### config.mk
export PLATFORM = sky130hd
export DESIGN_NAME = char_lcd_parallel_writer_top
export DESIGN_NICKNAME = d
export VERILOG_FILES = /design/src/hdl/clpw_pkg.sv /design/src/hdl/clpw_front.sv /design/src/hdl/clpw_queue.sv /design/src/hdl/clpw_back.sv /design/src/hdl/char_lcd_parallel_writer_top.sv
export SDC_FILE = /design/constraint.sdc
export NUM_CORES = 1
export LEC_CHECK = 0
export ABC_AREA = 1
export BUFFER_PORTS_ARGS = -buffer_cell sky130_fd_sc_hd__buf_2
export CAP_MARGIN = 5
export CORE_ASPECT_RATIO = 1.25
export CORE_MARGIN = 5
export CORE_UTILIZATION = 40
export CTS_BUF_LIST = sky130_fd_sc_hd__clkbuf_8
export CTS_CLUSTER_DIAMETER = 100
export DETAILED_ROUTE_END_ITERATION = 10
export MAX_ROUTING_LAYER = met4
export SYNTH_ARGS = -nofsm -noshare
export SYNTH_HDL_FRONTEND = slang
export SYNTH_SLANG_ARGS = --single-unit
### constraint.sdc
create_clock -name clk -period 8.8 [get_ports clk]
set_clock_uncertainty 0.15 [all_clocks]
set_input_delay 1.32 -clock clk [delete_from_list [all_inputs] [get_ports clk]]
set_output_delay 1.32 -clock clk [all_outputs]
set_load 0.005 [all_outputs]
### src/hdl/clpw_pkg.sv
// ----------------------------------------------------------------------------
// Character LCD parallel writer package
// Shared types, codes and constants of the character LCD writer.
// ----------------------------------------------------------------------------
`default_nettype none

package clpw_pkg;

  localparam int OPCODE_W = 2;
  localparam int COLUMN_W = 6;
  localparam int ADDR_W   = 7;
  localparam int BYTE_W   = 8;
  localparam int CFG_IDX_W = 3;

  // Input operations
  localparam logic [OPCODE_W-1:0] OP_INIT       = 2'd0;
  localparam logic [OPCODE_W-1:0] OP_CLEAR      = 2'd1;
  localparam logic [OPCODE_W-1:0] OP_WRITE_AT   = 2'd2;
  localparam logic [OPCODE_W-1:0] OP_WRITE_NEXT = 2'd3;

  // Job kinds held in the queue
  localparam logic [1:0] KIND_INIT  = 2'd0;
  localparam logic [1:0] KIND_CLEAR = 2'd1;
  localparam logic [1:0] KIND_WRITE = 2'd2;

  // Register indexes
  localparam logic [CFG_IDX_W-1:0] CFG_FUNCTION_SET = 3'd0;
  localparam logic [CFG_IDX_W-1:0] CFG_DISPLAY_CTRL = 3'd1;
  localparam logic [CFG_IDX_W-1:0] CFG_ENABLE_PULSE = 3'd2;
  localparam logic [CFG_IDX_W-1:0] CFG_INIT_GAP     = 3'd3;
  localparam logic [CFG_IDX_W-1:0] CFG_CLEAR_WAIT   = 3'd4;
  localparam logic [CFG_IDX_W-1:0] CFG_POWER_UP     = 3'd5;
  localparam logic [CFG_IDX_W-1:0] CFG_ROW_BASE     = 3'd6;
  localparam logic [CFG_IDX_W-1:0] CFG_COLUMN_COUNT = 3'd7;

  // LCD commands
  localparam logic [BYTE_W-1:0] CMD_CLEAR    = 8'h01;
  localparam logic              CMD_SET_ADDR = 1'b1;

  // Reset values of the registers
  localparam logic [BYTE_W-1:0]   RST_FUNCTION_SET = 8'h38;
  localparam logic [BYTE_W-1:0]   RST_DISPLAY_CTRL = 8'h0c;
  localparam logic [BYTE_W-1:0]   RST_ENABLE_PULSE = 8'd40;
  localparam logic [BYTE_W-1:0]   RST_INIT_GAP     = 8'd5;
  localparam logic [BYTE_W-1:0]   RST_CLEAR_WAIT   = 8'd20;
  localparam logic [BYTE_W-1:0]   RST_POWER_UP     = 8'd40;
  localparam logic [ADDR_W-1:0]   RST_ROW_BASE     = 7'h40;
  localparam logic [COLUMN_W-1:0] RST_COLUMN_COUNT = 6'd16;

  // Step numbers of the init sequence
  localparam logic [2:0] STEP_DISPLAY_CTRL = 3'd3;
  localparam logic [2:0] STEP_INIT_LAST    = 3'd4;

  // First dividend bit of the column remainder, taken one bit per cycle
  localparam logic [2:0] MOD_FIRST_BIT = 3'd6;

  typedef struct packed {
    logic [BYTE_W-1:0]   function_set_cmd;
    logic [BYTE_W-1:0]   display_ctrl_cmd;
    logic [BYTE_W-1:0]   enable_pulse_us;
    logic [BYTE_W-1:0]   init_gap_ms;
    logic [BYTE_W-1:0]   clear_wait_ms;
    logic [BYTE_W-1:0]   power_up_wait_ms;
    logic [ADDR_W-1:0]   second_row_base;
    logic [COLUMN_W-1:0] column_count;
  } cfg_t;

  typedef struct packed {
    logic [1:0]        kind;
    logic [BYTE_W-1:0] cmd;
    logic [BYTE_W-1:0] character;
  } job_t;

  typedef struct packed {
    logic register_select;
    logic [BYTE_W-1:0] bus_byte;
    logic [BYTE_W-1:0] wait_before_ms;
    logic [BYTE_W-1:0] wait_after_ms;
    logic last;
  } xfer_t;

endpackage

`default_nettype wire

### src/hdl/clpw_front.sv
// ----------------------------------------------------------------------------
// Character LCD writer front end
// Accepts requests, tracks the cursor and turns each request into a job.
// ----------------------------------------------------------------------------
`default_nettype none

module clpw_front
  import clpw_pkg::*;
(
  input  wire logic                clk,
  input  wire logic                rst,
  input  wire cfg_t                cfg,
  input  wire logic                in_valid,
  input  wire logic [OPCODE_W-1:0] opcode,
  input  wire logic                row,
  input  wire logic [COLUMN_W-1:0] column,
  input  wire logic [BYTE_W-1:0]   character,
  input  wire logic                queue_full,
  output logic                     in_ready,
  output logic                     push,
  output job_t                     job
);

  logic                current_row;
  logic [COLUMN_W-1:0] current_column;
  logic                row_sel;
  logic [COLUMN_W-1:0] col_sel;
  logic [ADDR_W-1:0]   base;
  logic [ADDR_W-1:0]   addr;
  logic                is_write;
  logic                start_at;
  logic                count_changed;
  logic [COLUMN_W-1:0] count_seen;
  logic [ADDR_W-1:0]   divisor;
  logic                adv_busy;
  logic [2:0]          adv_bit;
  logic [ADDR_W-1:0]   adv_dividend;
  logic [ADDR_W-1:0]   adv_rem;
  logic [ADDR_W-1:0]   rem_shift;
  logic [ADDR_W-1:0]   rem_step;
  logic [COLUMN_W-1:0] adv_col;
  logic [ADDR_W-1:0]   adv_inc;
  logic [COLUMN_W-1:0] adv_wrap;
  logic [COLUMN_W-1:0] restart_col;

  // The column after the cursor is kept ready in adv_col. After a write-at, a
  // change of column count or reset it is rebuilt as a remainder, one dividend
  // bit per cycle; a write-next only steps it on, since it is already below
  // the column count. A zero column count acts as 64.
  assign count_changed = (count_seen != cfg.column_count);
  assign in_ready      = !queue_full && !adv_busy && !count_changed;
  assign push          = in_valid && in_ready;
  assign is_write      = (opcode == OP_WRITE_AT) || (opcode == OP_WRITE_NEXT);
  assign start_at      = push && (opcode == OP_WRITE_AT);
  assign divisor       = (cfg.column_count == '0) ? 7'd64 : {1'b0, cfg.column_count};
  assign rem_shift     = {adv_rem[COLUMN_W-1:0], adv_dividend[ADDR_W-1]};
  assign rem_step      = (rem_shift >= divisor) ? rem_shift - divisor : rem_shift;
  assign adv_inc       = {1'b0, adv_col} + 7'd1;
  assign adv_wrap      = (adv_inc == divisor) ? '0 : adv_inc[COLUMN_W-1:0];
  assign restart_col   = start_at ? column : current_column;

  always_comb begin
    row_sel = (opcode == OP_WRITE_AT) ? row : current_row;
    col_sel = (opcode == OP_WRITE_AT) ? column : adv_col;
    base    = row_sel ? cfg.second_row_base : '0;
    addr    = base + {1'b0, col_sel};
    job.cmd = {CMD_SET_ADDR, addr};
    job.character = character;
    case (opcode)
      OP_INIT:  job.kind = KIND_INIT;
      OP_CLEAR: job.kind = KIND_CLEAR;
      default:  job.kind = KIND_WRITE;
    endcase
  end

  always_ff @(posedge clk) begin
    if (rst) begin
      current_row    <= 1'b0;
      current_column <= '0;
    end else if (push && is_write) begin
      current_row    <= row_sel;
      current_column <= col_sel;
    end
  end

  always_ff @(posedge clk) begin
    if (rst) begin
      count_seen   <= RST_COLUMN_COUNT;
      adv_busy     <= 1'b1;
      adv_bit      <= MOD_FIRST_BIT;
      adv_dividend <= 7'd1;
      adv_rem      <= '0;
      adv_col      <= '0;
    end else if (start_at || count_changed) begin
      count_seen   <= cfg.column_count;
      adv_busy     <= 1'b1;
      adv_bit      <= MOD_FIRST_BIT;
      adv_dividend <= {1'b0, restart_col} + 7'd1;
      adv_rem      <= '0;
    end else if (adv_busy) begin
      adv_dividend <= {adv_dividend[ADDR_W-2:0], 1'b0};
      adv_rem      <= rem_step;
      if (adv_bit == '0) begin
        adv_busy <= 1'b0;
        adv_col  <= rem_step[COLUMN_W-1:0];
      end else begin
        adv_bit <= adv_bit - 3'd1;
      end
    end else if (push && (opcode == OP_WRITE_NEXT)) begin
      adv_col <= adv_wrap;
    end
  end

endmodule

`default_nettype wire

### src/hdl/clpw_queue.sv
// ----------------------------------------------------------------------------
// Character LCD writer job queue
// Two-entry first-word-fall-through queue between front and back end.
// ----------------------------------------------------------------------------
`default_nettype none

module clpw_queue
  import clpw_pkg::*;
(
  input  wire logic clk,
  input  wire logic rst,
  input  wire logic push,
  input  wire job_t push_job,
  input  wire logic pop,
  output logic      full,
  output logic      head_valid,
  output job_t      head
);

  job_t       entries [2];
  logic       wptr;
  logic       rptr;
  logic [1:0] count;
  logic       do_push;
  logic       do_pop;

  assign full       = (count == 2'd2);
  assign head_valid = (count != 2'd0);
  assign head       = entries[rptr];
  assign do_push    = push && !full;
  assign do_pop     = pop && head_valid;

  always_ff @(posedge clk) begin
    if (do_push) begin
      entries[wptr] <= push_job;
    end
  end

  always_ff @(posedge clk) begin
    if (rst) begin
      wptr  <= 1'b0;
      rptr  <= 1'b0;
      count <= 2'd0;
    end else begin
      if (do_push) begin
        wptr <= !wptr;
      end
      if (do_pop) begin
        rptr <= !rptr;
      end
      count <= count + {1'b0, do_push} - {1'b0, do_pop};
    end
  end

  a_count_range: assert property (@(posedge clk) disable iff (rst) count != 2'd3)
    else $error("queue count out of range");
  a_no_push_full: assert property (@(posedge clk) disable iff (rst) full |-> !push)
    else $error("push into a full queue");

endmodule

`default_nettype wire

### src/hdl/clpw_back.sv
// ----------------------------------------------------------------------------
// Character LCD writer back end
// Expands each job into bus transfers held in an output register.
// ----------------------------------------------------------------------------
`default_nettype none

module clpw_back
  import clpw_pkg::*;
(
  input  wire logic clk,
  input  wire logic rst,
  input  wire cfg_t cfg,
  input  wire logic head_valid,
  input  wire job_t head,
  output logic      pop,
  input  wire logic out_ready,
  output logic      out_valid,
  output xfer_t     out_xfer
);

  logic [2:0] step;
  logic [2:0] step_next;
  xfer_t      gen;
  logic       load;

  always_comb begin
    gen.register_select = 1'b0;
    gen.bus_byte        = cfg.function_set_cmd;
    gen.wait_before_ms  = '0;
    gen.wait_after_ms   = '0;
    gen.last            = 1'b0;
    case (head.kind)
      KIND_INIT: begin
        if (step == '0) begin
          gen.wait_before_ms = cfg.power_up_wait_ms;
        end
        if (step == STEP_DISPLAY_CTRL) begin
          gen.bus_byte = cfg.display_ctrl_cmd;
        end
        if (step == STEP_INIT_LAST) begin
          gen.bus_byte      = CMD_CLEAR;
          gen.wait_after_ms = cfg.clear_wait_ms;
          gen.last          = 1'b1;
        end else begin
          gen.wait_after_ms = cfg.init_gap_ms;
        end
      end
      KIND_CLEAR: begin
        gen.bus_byte      = CMD_CLEAR;
        gen.wait_after_ms = cfg.clear_wait_ms;
        gen.last          = 1'b1;
      end
      default: begin
        if (step == '0) begin
          gen.bus_byte = head.cmd;
        end else begin
          gen.register_select = 1'b1;
          gen.bus_byte        = head.character;
          gen.last            = 1'b1;
        end
      end
    endcase
  end

  assign load      = !out_valid || out_ready;
  assign pop       = load && head_valid && gen.last;
  assign step_next = gen.last ? 3'd0 : step + 3'd1;

  always_ff @(posedge clk) begin
    if (load && head_valid) begin
      out_xfer <= gen;
    end
  end

  always_ff @(posedge clk) begin
    if (rst) begin
      out_valid <= 1'b0;
      step      <= '0;
    end else if (load) begin
      out_valid <= head_valid;
      if (head_valid) begin
        step <= step_next;
      end
    end
  end

  a_step_range: assert property (@(posedge clk) disable iff (rst) step <= STEP_INIT_LAST)
    else $error("transfer step out of range");
  a_step_needs_job: assert property (@(posedge clk) disable iff (rst)
    (step != '0) |-> head_valid)
    else $error("job in progress without a queued job");
  a_write_two_steps: assert property (@(posedge clk) disable iff (rst)
    (head_valid && head.kind == KIND_WRITE) |-> (step <= 3'd1))
    else $error("write job past its data transfer");

endmodule

`default_nettype wire

### src/hdl/char_lcd_parallel_writer_top.sv
// ----------------------------------------------------------------------------
// Character LCD parallel writer
// Turns LCD requests (init, clear, write-at, write-next) into a stream of
// 8-bit bus transfers, each with register select, byte and wait times.
//
// Requests arrive on the s_ group, transfers leave on the m_ group with
// tlast on the final transfer of each request. Registers are written
// through cfg_we, cfg_index and cfg_data; the user must write them only
// while the block is idle, which the block itself does not enforce.
// The front end takes a request and places a job in a two-entry queue;
// the job passes through the queue and the back end's output register
// before m_tvalid rises for its first transfer.
// The back end emits one transfer per cycle through its output register
// while the receiver is ready, so a request gives one (clear), two
// (writes) or five (init) transfers. The front end rebuilds the column
// after the cursor bit by bit with s_tready low after a write-at, a reset
// or a change of column count; a write-next steps it on at once.
// A stalled receiver holds the output register; requests are still taken
// until the queue fills. Reset loads the register defaults, clears the
// cursor to row 0, column 0 and empties the queue.
// ----------------------------------------------------------------------------
`default_nettype none

module char_lcd_parallel_writer_top
  import clpw_pkg::*;
(
  input  wire logic                 clk,
  input  wire logic                 rst,
  input  wire logic                 s_tvalid,
  output logic                      s_tready,
  input  wire logic [15:0]          s_tdata,  // row, column, character, zero pad
  input  wire logic [OPCODE_W-1:0]  s_tuser,  // opcode
  output logic                      m_tvalid,
  input  wire logic                 m_tready,
  output logic [31:0]               m_tdata,  // register_select, bus_byte,
                                              // wait_before_ms, wait_after_ms, zero pad
  output logic                      m_tlast,
  input  wire logic                 cfg_we,
  input  wire logic [CFG_IDX_W-1:0] cfg_index,
  input  wire logic [BYTE_W-1:0]    cfg_data
);

  cfg_t  cfg;
  job_t  front_job;
  job_t  head;
  xfer_t xfer;
  logic  push;
  logic  pop;
  logic  full;
  logic  head_valid;

  always_ff @(posedge clk) begin
    if (rst) begin
      cfg.function_set_cmd <= RST_FUNCTION_SET;
      cfg.display_ctrl_cmd <= RST_DISPLAY_CTRL;
      cfg.enable_pulse_us  <= RST_ENABLE_PULSE;
      cfg.init_gap_ms      <= RST_INIT_GAP;
      cfg.clear_wait_ms    <= RST_CLEAR_WAIT;
      cfg.power_up_wait_ms <= RST_POWER_UP;
      cfg.second_row_base  <= RST_ROW_BASE;
      cfg.column_count     <= RST_COLUMN_COUNT;
    end else if (cfg_we) begin
      case (cfg_index)
        CFG_FUNCTION_SET: cfg.function_set_cmd <= cfg_data;
        CFG_DISPLAY_CTRL: cfg.display_ctrl_cmd <= cfg_data;
        CFG_ENABLE_PULSE: cfg.enable_pulse_us  <= cfg_data;
        CFG_INIT_GAP:     cfg.init_gap_ms      <= cfg_data;
        CFG_CLEAR_WAIT:   cfg.clear_wait_ms    <= cfg_data;
        CFG_POWER_UP:     cfg.power_up_wait_ms <= cfg_data;
        CFG_ROW_BASE:     cfg.second_row_base  <= cfg_data[ADDR_W-1:0];
        CFG_COLUMN_COUNT: cfg.column_count     <= cfg_data[COLUMN_W-1:0];
        default: ;
      endcase
    end
  end

  clpw_front u_front (
    .clk        (clk),
    .rst        (rst),
    .cfg        (cfg),
    .in_valid   (s_tvalid),
    .opcode     (s_tuser),
    .row        (s_tdata[0]),
    .column     (s_tdata[6:1]),
    .character  (s_tdata[14:7]),
    .queue_full (full),
    .in_ready   (s_tready),
    .push       (push),
    .job        (front_job)
  );

  clpw_queue u_queue (
    .clk        (clk),
    .rst        (rst),
    .push       (push),
    .push_job   (front_job),
    .pop        (pop),
    .full       (full),
    .head_valid (head_valid),
    .head       (head)
  );

  clpw_back u_back (
    .clk        (clk),
    .rst        (rst),
    .cfg        (cfg),
    .head_valid (head_valid),
    .head       (head),
    .pop        (pop),
    .out_ready  (m_tready),
    .out_valid  (m_tvalid),
    .out_xfer   (xfer)
  );

  assign m_tdata = {7'd0, xfer.wait_after_ms, xfer.wait_before_ms, xfer.bus_byte,
                    xfer.register_select};
  assign m_tlast = xfer.last;

endmodule

`default_nettype wire

==> run summary, run 1 <==
The remaining antenna violation count came out at 0. The overall overflow remaining after global route came out at 0. Clock tree synthesis found a total of 158 sinks.

The share of total power in sequential cells came out at 49.2%. In the final layout, the multi-input gates occupy 3082 um2. The number of antenna diodes is 0. The worst setup path is of the in -> reg kind. The top cell type by area accounts for 26.51% of the synthesized area. The total of hold buffers inserted after clock tree synthesis is 0. Counting flops with a built-in enable in the synthesized netlist gives 60. The area of the core is 18,170 um2. After layout, the minimum clock period comes to 4.293 ns.

Setup repair after global routing left no endpoint under its margin. The max-capacitance violation count came out at 0. The area fraction in and, or, nand and nor cells after synthesis came out at 18.51%. Of the total power, the share spent switching nets is 32.83%. Post-CTS repair changed the size of 0 cells. The worst hold path begins at cfg[15]. The via count of the first global-routing pass came to 5,310.

Synthesis produced 869 cells. The count of distinct cell types in the synthesized netlist is 46. In the final layout, flip-flops and latches occupy 3764 um2. For this run, asynchronously set or reset flops after synthesis account for 0%. After synthesis the cells add up to 7401 um2.

The setup TNS came out at 0 ns. Dividing the detail-routed via count by the number of cells gives 4.843. The number of iterations in the first detailed-routing pass is 5. STA classifies the critical path endpoint as a register. The synthesized netlist devotes 13.85% of its cell area to compound gates. Global routing used 16.02% of the available tracks across all layers. The worst register-to-register path has a setup slack of 5.69 ns. The depth of the worst register-to-register path is 13. Dividing the detail-routed wire length by the instance count gives 14.06 um.

The effective utilization at floorplan came out at 40.74%. Along the worst path, the maximum fanout reaches 13. The max-slew headroom at the worst pin is 30.71%. The register clock-pin slew on the reported worst setup and hold paths is 0.08 ns. Entering global routing, the biggest net connects 62 pins.

The number of cells on the worst hold path came out at 2. Buffers added to address setup during post-CTS repair amount to 0. The number of fillers in the final layout is 1,880. The slowest stage of the critical path is the sky130_fd_sc_hd__nor2_1 cell. The final hold violation count was 0. By area, the combinational part of the netlist is dominated by simple AND/OR/NAND/NOR gates. The data arrival time of the critical path came out at 4.34 ns. The average footprint of a synthesized cell came out at 8.517 um2.

The run finished with clean final reports. The final-stage net count is 985. The number of rows in the core area came out at 55. By instance count, the leading cell after synthesis is sky130_fd_sc_hd__nand2_1. The total internal power came out at 0.001168 W. The post-synthesis register bit count is 158. The maximum achievable frequency is 0.2329 GHz. The count of final max-slew check failures is 0. During I/O placement, the number of pins put on the boundary was 69. The clock network burns 28.7% of the power. The total power divided by cell area is 210.7 nW/um2. The most used flip-flop cell after synthesis is sky130_fd_sc_hd__dfxtp_1. The wire-length estimate of the detail-placed layout is 11,870 um. The deepest level of the CTS H-tree is 4. The initial antenna violation count is 0. The weighted congestion at the end of routability-driven global placement came out at 0.8854. STA classifies the critical path startpoint as an input pin.

Ranked by instance count, the synthesized netlist is headed by sky130_fd_sc_hd__nand2_1 (173), sky130_fd_sc_hd__dfxtp_1 (98), sky130_fd_sc_hd__inv_1 (98), sky130_fd_sc_hd__nor2_1 (97), sky130_fd_sc_hd__o21ai_0 (78). For this run, design rule violations remaining after detail routing come to 0. The analysis attributes to net switching a power of 0.0005708 W. The critical register-to-register path endpoint is u_queue.count[1]. The total of endpoints with negative setup slack in the final report is 0. The total wirelength of the detailed-routed design is 16,430 um. The critical path required time is 8.85 ns. The die covers 21,340 um2. The multiplexer fraction of the synthesized cell area is 2.384%.

The first-pass GRT wire length is 26,750 um. The worst-case clock buffer depth came out at 2. The tree is rooted in a sky130_fd_sc_hd__clkbuf_8.

Summing the areas of all fa, ha and maj instances in the mapped netlist gives 4.260% of the synthesized area. The endpoint of the worst hold-timing path is cfg[15]. The fraction of the cycle the final worst path needs came out at 48.79%. For the worst-skew pair, the clock arrives at the later sink with an insertion delay of 0.45 ns. The minimum setup slack in the final design came out at 4.507 ns.

The critical path goes through buf_2 > inv_1 > nor2_1 > inv_1 > o21ai_0 > inv_1 > nor2_1 > ha_1 > inv_1 > fa_1 > o21ai_0 > nand2_1 > nand2_1 > a21oi_1 > xor2_1. The routed layout has 5,657 vias. The yosys synthesis warning count came out at 0. The total clock buffers created by CTS is 17.

The combinational group share of total power came out at 22.0%. By area the synthesized netlist is led by sky130_fd_sc_hd__dfxtp_1 (27%), sky130_fd_sc_hd__edfxtp_1 (24%), sky130_fd_sc_hd__nand2_1 (8.8%). By instance count, the cell type seen most on the critical path is sky130_fd_sc_hd__inv_1. The reported leakage power is 3.484 nW. The cell type contributing the most total cell area after synthesis is sky130_fd_sc_hd__dfxtp_1. TritonCTS built the clock tree. The xor-xnor portion of the synthesized cell area is 2.130%. The iteration-0 DRC count of the detailed router is 486. The floorplan die height came out at 162.1 um. The quantity of I/O buffers inserted on ports came out at 60. The fraction of layout cells with a size suffix above 1 came out at 15.74%. The pre-CTS setup slack came out at 4.052 ns. The actual slew at the worst max-slew pin came out at 1.037 ns.

The area added between synthesis and finish came out at 11.50%. The tightest min-delay check is of the reg -> reg type. Sequential cells were found to cover 50.85% of the synthesized design area.

In this run the horizontal extent of the chip is 131.7 um. The peak supply drop came out at 0.0001182 V. The delay of the slowest cell on the worst path came out at 0.55 ns.
==> cells in the final DEF, fill, tap and decap left out, drive strengths merged <==
cell type  instances
buf               63
xnor2              4
o31ai              1
clkinvlp           1
xor2              14
nor3b              1
mux2i              3
nand3             24
o21ai             88
o311ai             1
a21oi             61
edfxtp            60
o22ai              2
a221oi             1
a211oi             5
conb               7
nor2             104
nand4             10
mux2              13
clkinv             9
a31oi              2
a221o              6
o21bai             1
nor3               2
inv              120
fa                 2
clkbuf            17
nand2            186
ha                22
o211ai            12
dfxtp             98
==> power groups by stage <==
| stage | clock, W | sequential (W) | combinational, W |
|---|---|---|---|
| final | 0.000499 | 0.000856 | 0.000383 |
| after global routing | 0.000547 | 0.000864 | 0.000433 |
| after CTS | 0.000514 | 0.000857 | 0.000385 |
| after detailed placement | 0 | 0.000874 | 0.000384 |
| after global placement | 0 | 0.000873 | 0.000380 |
| after floorplan | 0 | 0.000867 | 0.000278 |
==> stage by stage <==
step / total power [W] / instances / util (%) / hold WS, ns / instance area, um2
after detailed placement: 0.001257 / 1136 / 43.44 / 0.2983 / 7891
after global placement: 0.001253 / 1136 / 43.44 / 0.2883 / 7891
after floorplan: 0.001144 / 875 / - / 0.2787 / 7423
after CTS: 0.001756 / 1168 / 45.42 / 0.3113 / 8252
after global routing: 0.001844 / 1168 / 45.42 / 0.3158 / 8252
final: 0.001739 / 1168 / 45.42 / 0.3093 / 8252
==> cells by family (layout without fill, tap and decap cells) <==
family,Yosys count,after routing
compound gates,180,180
flops,158,158
xor+xnor,18,18
buf+inv,145,210
other cells,1,7
mux,16,16
fa+ha+maj,24,24
simple gates,327,327
==> registers in the layout, indices dropped and copies added, names as in the netlist, named ones only <==
register	cells
cfg	53
u_back.out_valid	1
u_back.out_xfer	26
u_back.step	3
u_front.adv_bit	3
u_front.adv_busy	1
u_front.adv_col	6
u_front.adv_dividend	7
u_front.adv_rem	6
u_front.count_seen	6
u_front.current_column	6
u_front.current_row	1
u_queue.count	2
u_queue.entries	34
u_queue.rptr	1
u_queue.wptr	1
==> final cells by class <==
type	instances	area share (%)
clock buffers	17	2.835
clock inverters	15	1.531
inverters	115	5.307
multi-input cells	572	37.35
flip-flops and latches	158	45.61
well taps	228	3.457
repair buffers	63	3.912
==> worst max-delay path: cells and delay by family <==
family / cells / cell delay [ns]
compound gates: 3 / 0.77
xor+xnor: 1 / 0.15
fa+ha+maj: 2 / 0.55
buf+inv: 5 / 0.71
simple gates: 4 / 0.83
==> worst max-delay path by stage <==
stage / from / to / slack [ns] / cells past startpoint
floorplan: m_tready / u_queue.count[1] / 4.46 / 10
global placement: s_tuser[1] / u_queue.entries[0][14] / 4.14 / 15
detailed placement: s_tuser[1] / u_queue.entries[1][14] / 4.05 / 15
CTS: s_tuser[1] / u_queue.entries[0][14] / 4.55 / 15
global route: s_tuser[1] / u_queue.entries[0][14] / 4.13 / 15
finish: s_tuser[1] / u_queue.entries[0][14] / 4.51 / 15
==> layer usage <==
metal	global-route usage (%)	routed length, um	up-vias
met2	27.54	8454	101
met1	19.01	7118	2564
li1	-	-	2971
met4	5.051	290	0
met5	-	0	-
met3	3.098	562	21
(Power assumes the default switching activity.)
==> run 2: changes to the inputs <==
==> constraint.sdc (replaced) <==
create_clock -name clk -period 3.6 [get_ports clk]
set_clock_uncertainty 0.15 [all_clocks]
set_input_delay 0.54 -clock clk [delete_from_list [all_inputs] [get_ports clk]]
set_output_delay 0.54 -clock clk [all_outputs]
set_load 0.005 [all_outputs]
==> run summary, run 2 (synthesis gave the netlist of run 1 again) <==
The total power divided by cell area is 520.3 nW/um2 (+150%). The library cell used most frequently in the layout, excluding fill and tap cells, is sky130_fd_sc_hd__nand2_1. The total of hold buffers inserted after clock tree synthesis was 0 (unchanged). The delay of the slowest cell on the worst path is 0.39 ns (-0.16 ns). The fraction of layout cells with a size suffix above 1 came out at 16.10% (+0.36 points). The largest net degree at the start of global routing is 62 (unchanged). More flip-flops sit in one register than any other, and that register is cfg. The fraction of power consumed by the clock network is 29.9% (+1.2 points). Dividing the final minimum period by the clock period gives 77.97%. The number of antenna diodes came to 0 (unchanged).

The total clock buffers created by CTS came to 17 (unchanged). The register clock-pin slew on the reported worst setup and hold paths came out at 0.10 ns (+0.02 ns). The quantity of I/O buffers inserted on ports was 60 (unchanged). The largest registers in the layout are cfg x53, u_queue.entries x34, u_back.out_xfer x26. The nature of the critical path endpoint is a register. The worst setup path is launched from a register. The critical path is of the reg -> reg type. The total of endpoints with negative setup slack in the final report is 0 (unchanged). The number of fillers in the final layout is 1,815 (-3.5%). The flow ran to the end, and the final reports show no timing, DRC or antenna violations. Counting I/O delays and the setup requirement, the final critical path takes 2.807 ns. The final design area excluding fillers was 8304 um2 (+0.64%). The total power after layout is 0.004321 W (+150%). The deepest level of the CTS H-tree came out at 4 (unchanged). The endpoint of the worst hold-timing path is u_queue.entries[1][1]. The floorplan die area is 21,340 um2 (unchanged). The number of flip-flops under the largest register name came out at 53 (unchanged). The remaining antenna violation count came to 0 (unchanged). The area of the core is 18,170 um2 (unchanged).

The overall overflow remaining after global route is 0 (unchanged). The first-pass GRT wire length is 26,990 um (+0.90%). The worst-case clock buffer depth came out at 2 (unchanged). The detail-routed net length per standard cell is 14.15 um (+0.59%). In this run the most critical hold path is launched from s_tdata[8].

The effective utilization at floorplan is 40.74% (unchanged). The total global-route track usage was 16.30% (+0.28 points). The initial antenna violation count is 0 (unchanged). The floorplan die height was 162.1 um (unchanged). Setup repair after global routing left no endpoint under its margin. The die boundary width came out at 131.7 um (unchanged). Based on the critical path, the design can be clocked at up to 0.3562 GHz. The peak supply drop is 0.0002477 V (+110%). The combinational group share of total power is 21.9% (about the same). The max-capacitance violation count was 0 (unchanged). The number of clock sinks came out at 158 (unchanged).

The maximum fanout along the worst path is 17 (+4). In the layout the commonest cells are sky130_fd_sc_hd__nand2_1 (173), sky130_fd_sc_hd__inv_1 (99), sky130_fd_sc_hd__dfxtp_1 (98). The final-stage net count is 989 (+0.41%). The via-per-instance ratio is 4.789 (-1.1%). The setup TNS came out at 0 ns (unchanged). The iteration-0 DRC count of the detailed router came out at 417 (-14%). The number of rows in the core area is 55 (unchanged). The class of the tightest hold or removal check is in -> reg. The slowest stage of the critical path is the sky130_fd_sc_hd__dfxtp_1 cell. The post-cts gate resize count is 0 (unchanged). The switching power share of the total is 32.27% (-0.56 points).

The number of cells on the worst hold path came out at 1 (-1). The total wirelength of the detailed-routed design came out at 16,580 um (+0.94%). The depth of the worst register-to-register path is 14 (+1).

The switching power summed over all nets was 0.001394 W (+140%). The share of total power in sequential cells is 48.2% (-1.0 points). The final hold violation count came out at 0 (unchanged). TritonCTS built the clock tree. The via count of the first global-routing pass came out at 5,335 (+0.47%). The number of iterations in the first detailed-routing pass came out at 5 (unchanged). The count of unresolved DRC violations after routing came out at 0 (unchanged).

The count of final max-slew check failures is 0 (unchanged). The max-slew headroom at the worst pin is 56.01% (+25 points). The total internal power came out at 0.002926 W (+150%). The worst-case register-to-register setup slack is 0.79 ns (-4.90 ns). The clock latency at the later pin of the worst-skew pair was 0.47 ns (+0.02 ns). The critical path required time is 3.84 ns (-5.01 ns). The weighted congestion at the end of routability-driven global placement was 0.8599 (-2.9%). The boundary pin count is 69 (unchanged). The reported leakage power was 3.511 nW (+0.78%).

The actual slew at the worst max-slew pin came out at 0.6574 ns (-0.3797 ns). The overall via count from detail_route is 5,613 (-0.78%). The critical register-to-register path endpoint is u_queue.count[1]. The estimated wirelength of the detail-placed design came to 11,810 um (-0.49%). The instance area at placement came out at 7921 um2 (+0.38%). The post-CTS setup buffer count is 0 (unchanged). The cell sitting at the root of the clock tree is a sky130_fd_sc_hd__clkbuf_8. The data arrival time of the critical path came out at 3.05 ns (-1.29 ns). The critical path goes through buf_4 > nand2_1 > o21ai_2 > inv_1 > nor2_4 > nand2_2 > nand2_1 > nor2_1 > ha_1 > inv_1 > ha_1 > xor2_1 > o21ai_0 > a21oi_1. The area added between synthesis and finish is 12.21%.
[run 2: cell count changes in the layout (fill, tap and decap cells not counted)]
cell	change
sky130_fd_sc_hd__bufinv_16	+1
sky130_fd_sc_hd__buf_4	+4
sky130_fd_sc_hd__clkinvlp_4	+1
sky130_fd_sc_hd__inv_4	-1
sky130_fd_sc_hd__clkinv_4	-1
[run 2: layout make-up]
class	instances	area, um2	share of cell area [%]
Sequential cell	158	3764	45.32
Multi-Input combinational cell	572	3082	37.11
Inverter	115	437.9	5.273
Timing Repair Buffer	67	352.8	4.249
Tap cell	228	285.3	3.435
Clock buffer	17	234.0	2.818
Clock inverter	15	148.9	1.793
[run 2: metal layers]
layer	part of all wire (%)	routed length, um	GRT usage (%)
met1	44	7277	19.01
met2	51	8429	27.82
met3	3.3	539	3.284
met4	2.0	331	6.174
met5	0	0	-
[run 2: how the worst max path moves through the flow]
stage          startpoint                     end  slack, ns
2_1_floorplan    m_tready        u_queue.count[1]       0.04
3_3_place_gp   s_tuser[1]  u_queue.entries[0][14]       0.38
3_5_place_dp   s_tuser[1]  u_queue.entries[0][14]       0.34
4_1_cts          register        u_queue.count[1]       0.78
5_1_grt        s_tuser[1]  u_queue.entries[1][14]       0.54
6_report         register        u_queue.count[1]       0.79
[run 2: per-stage QoR]
stage                     setup WS, ns  utilization, %  std cells  hold WS [ns]
after floorplan                0.04337               -        875        0.2787
after global placement          0.3765           43.60       1140        0.2887
after detailed placement        0.3361           43.60       1140        0.2927
after CTS                       0.7751           45.71       1172       0.07475
after global routing            0.5391           45.71       1172       0.06920
final                           0.7929           45.71       1172       0.09662
[run 2: worst max-delay path: cells and delay by family (launching register included)]
family | cells | cell delay [ns]
adder cells (fa/ha/maj) | 2 | 0.43
XOR/XNOR | 1 | 0.17
flip-flops | 1 | 0.39
AND/OR/NAND/NOR | 5 | 0.78
buffers and inverters | 3 | 0.46
AO/OA/AOI/OAI | 3 | 0.35
[run 2: power groups by stage]
stage	registers [W]	logic, W	clock network [W]
6_report	0.00208	0.000948	0.00129
5_1_grt	0.00210	0.00109	0.00140
4_1_cts	0.00208	0.000959	0.00133
3_5_place_dp	0.00213	0.000956	0
3_3_place_gp	0.00212	0.000946	0
2_1_floorplan	0.00212	0.000679	0
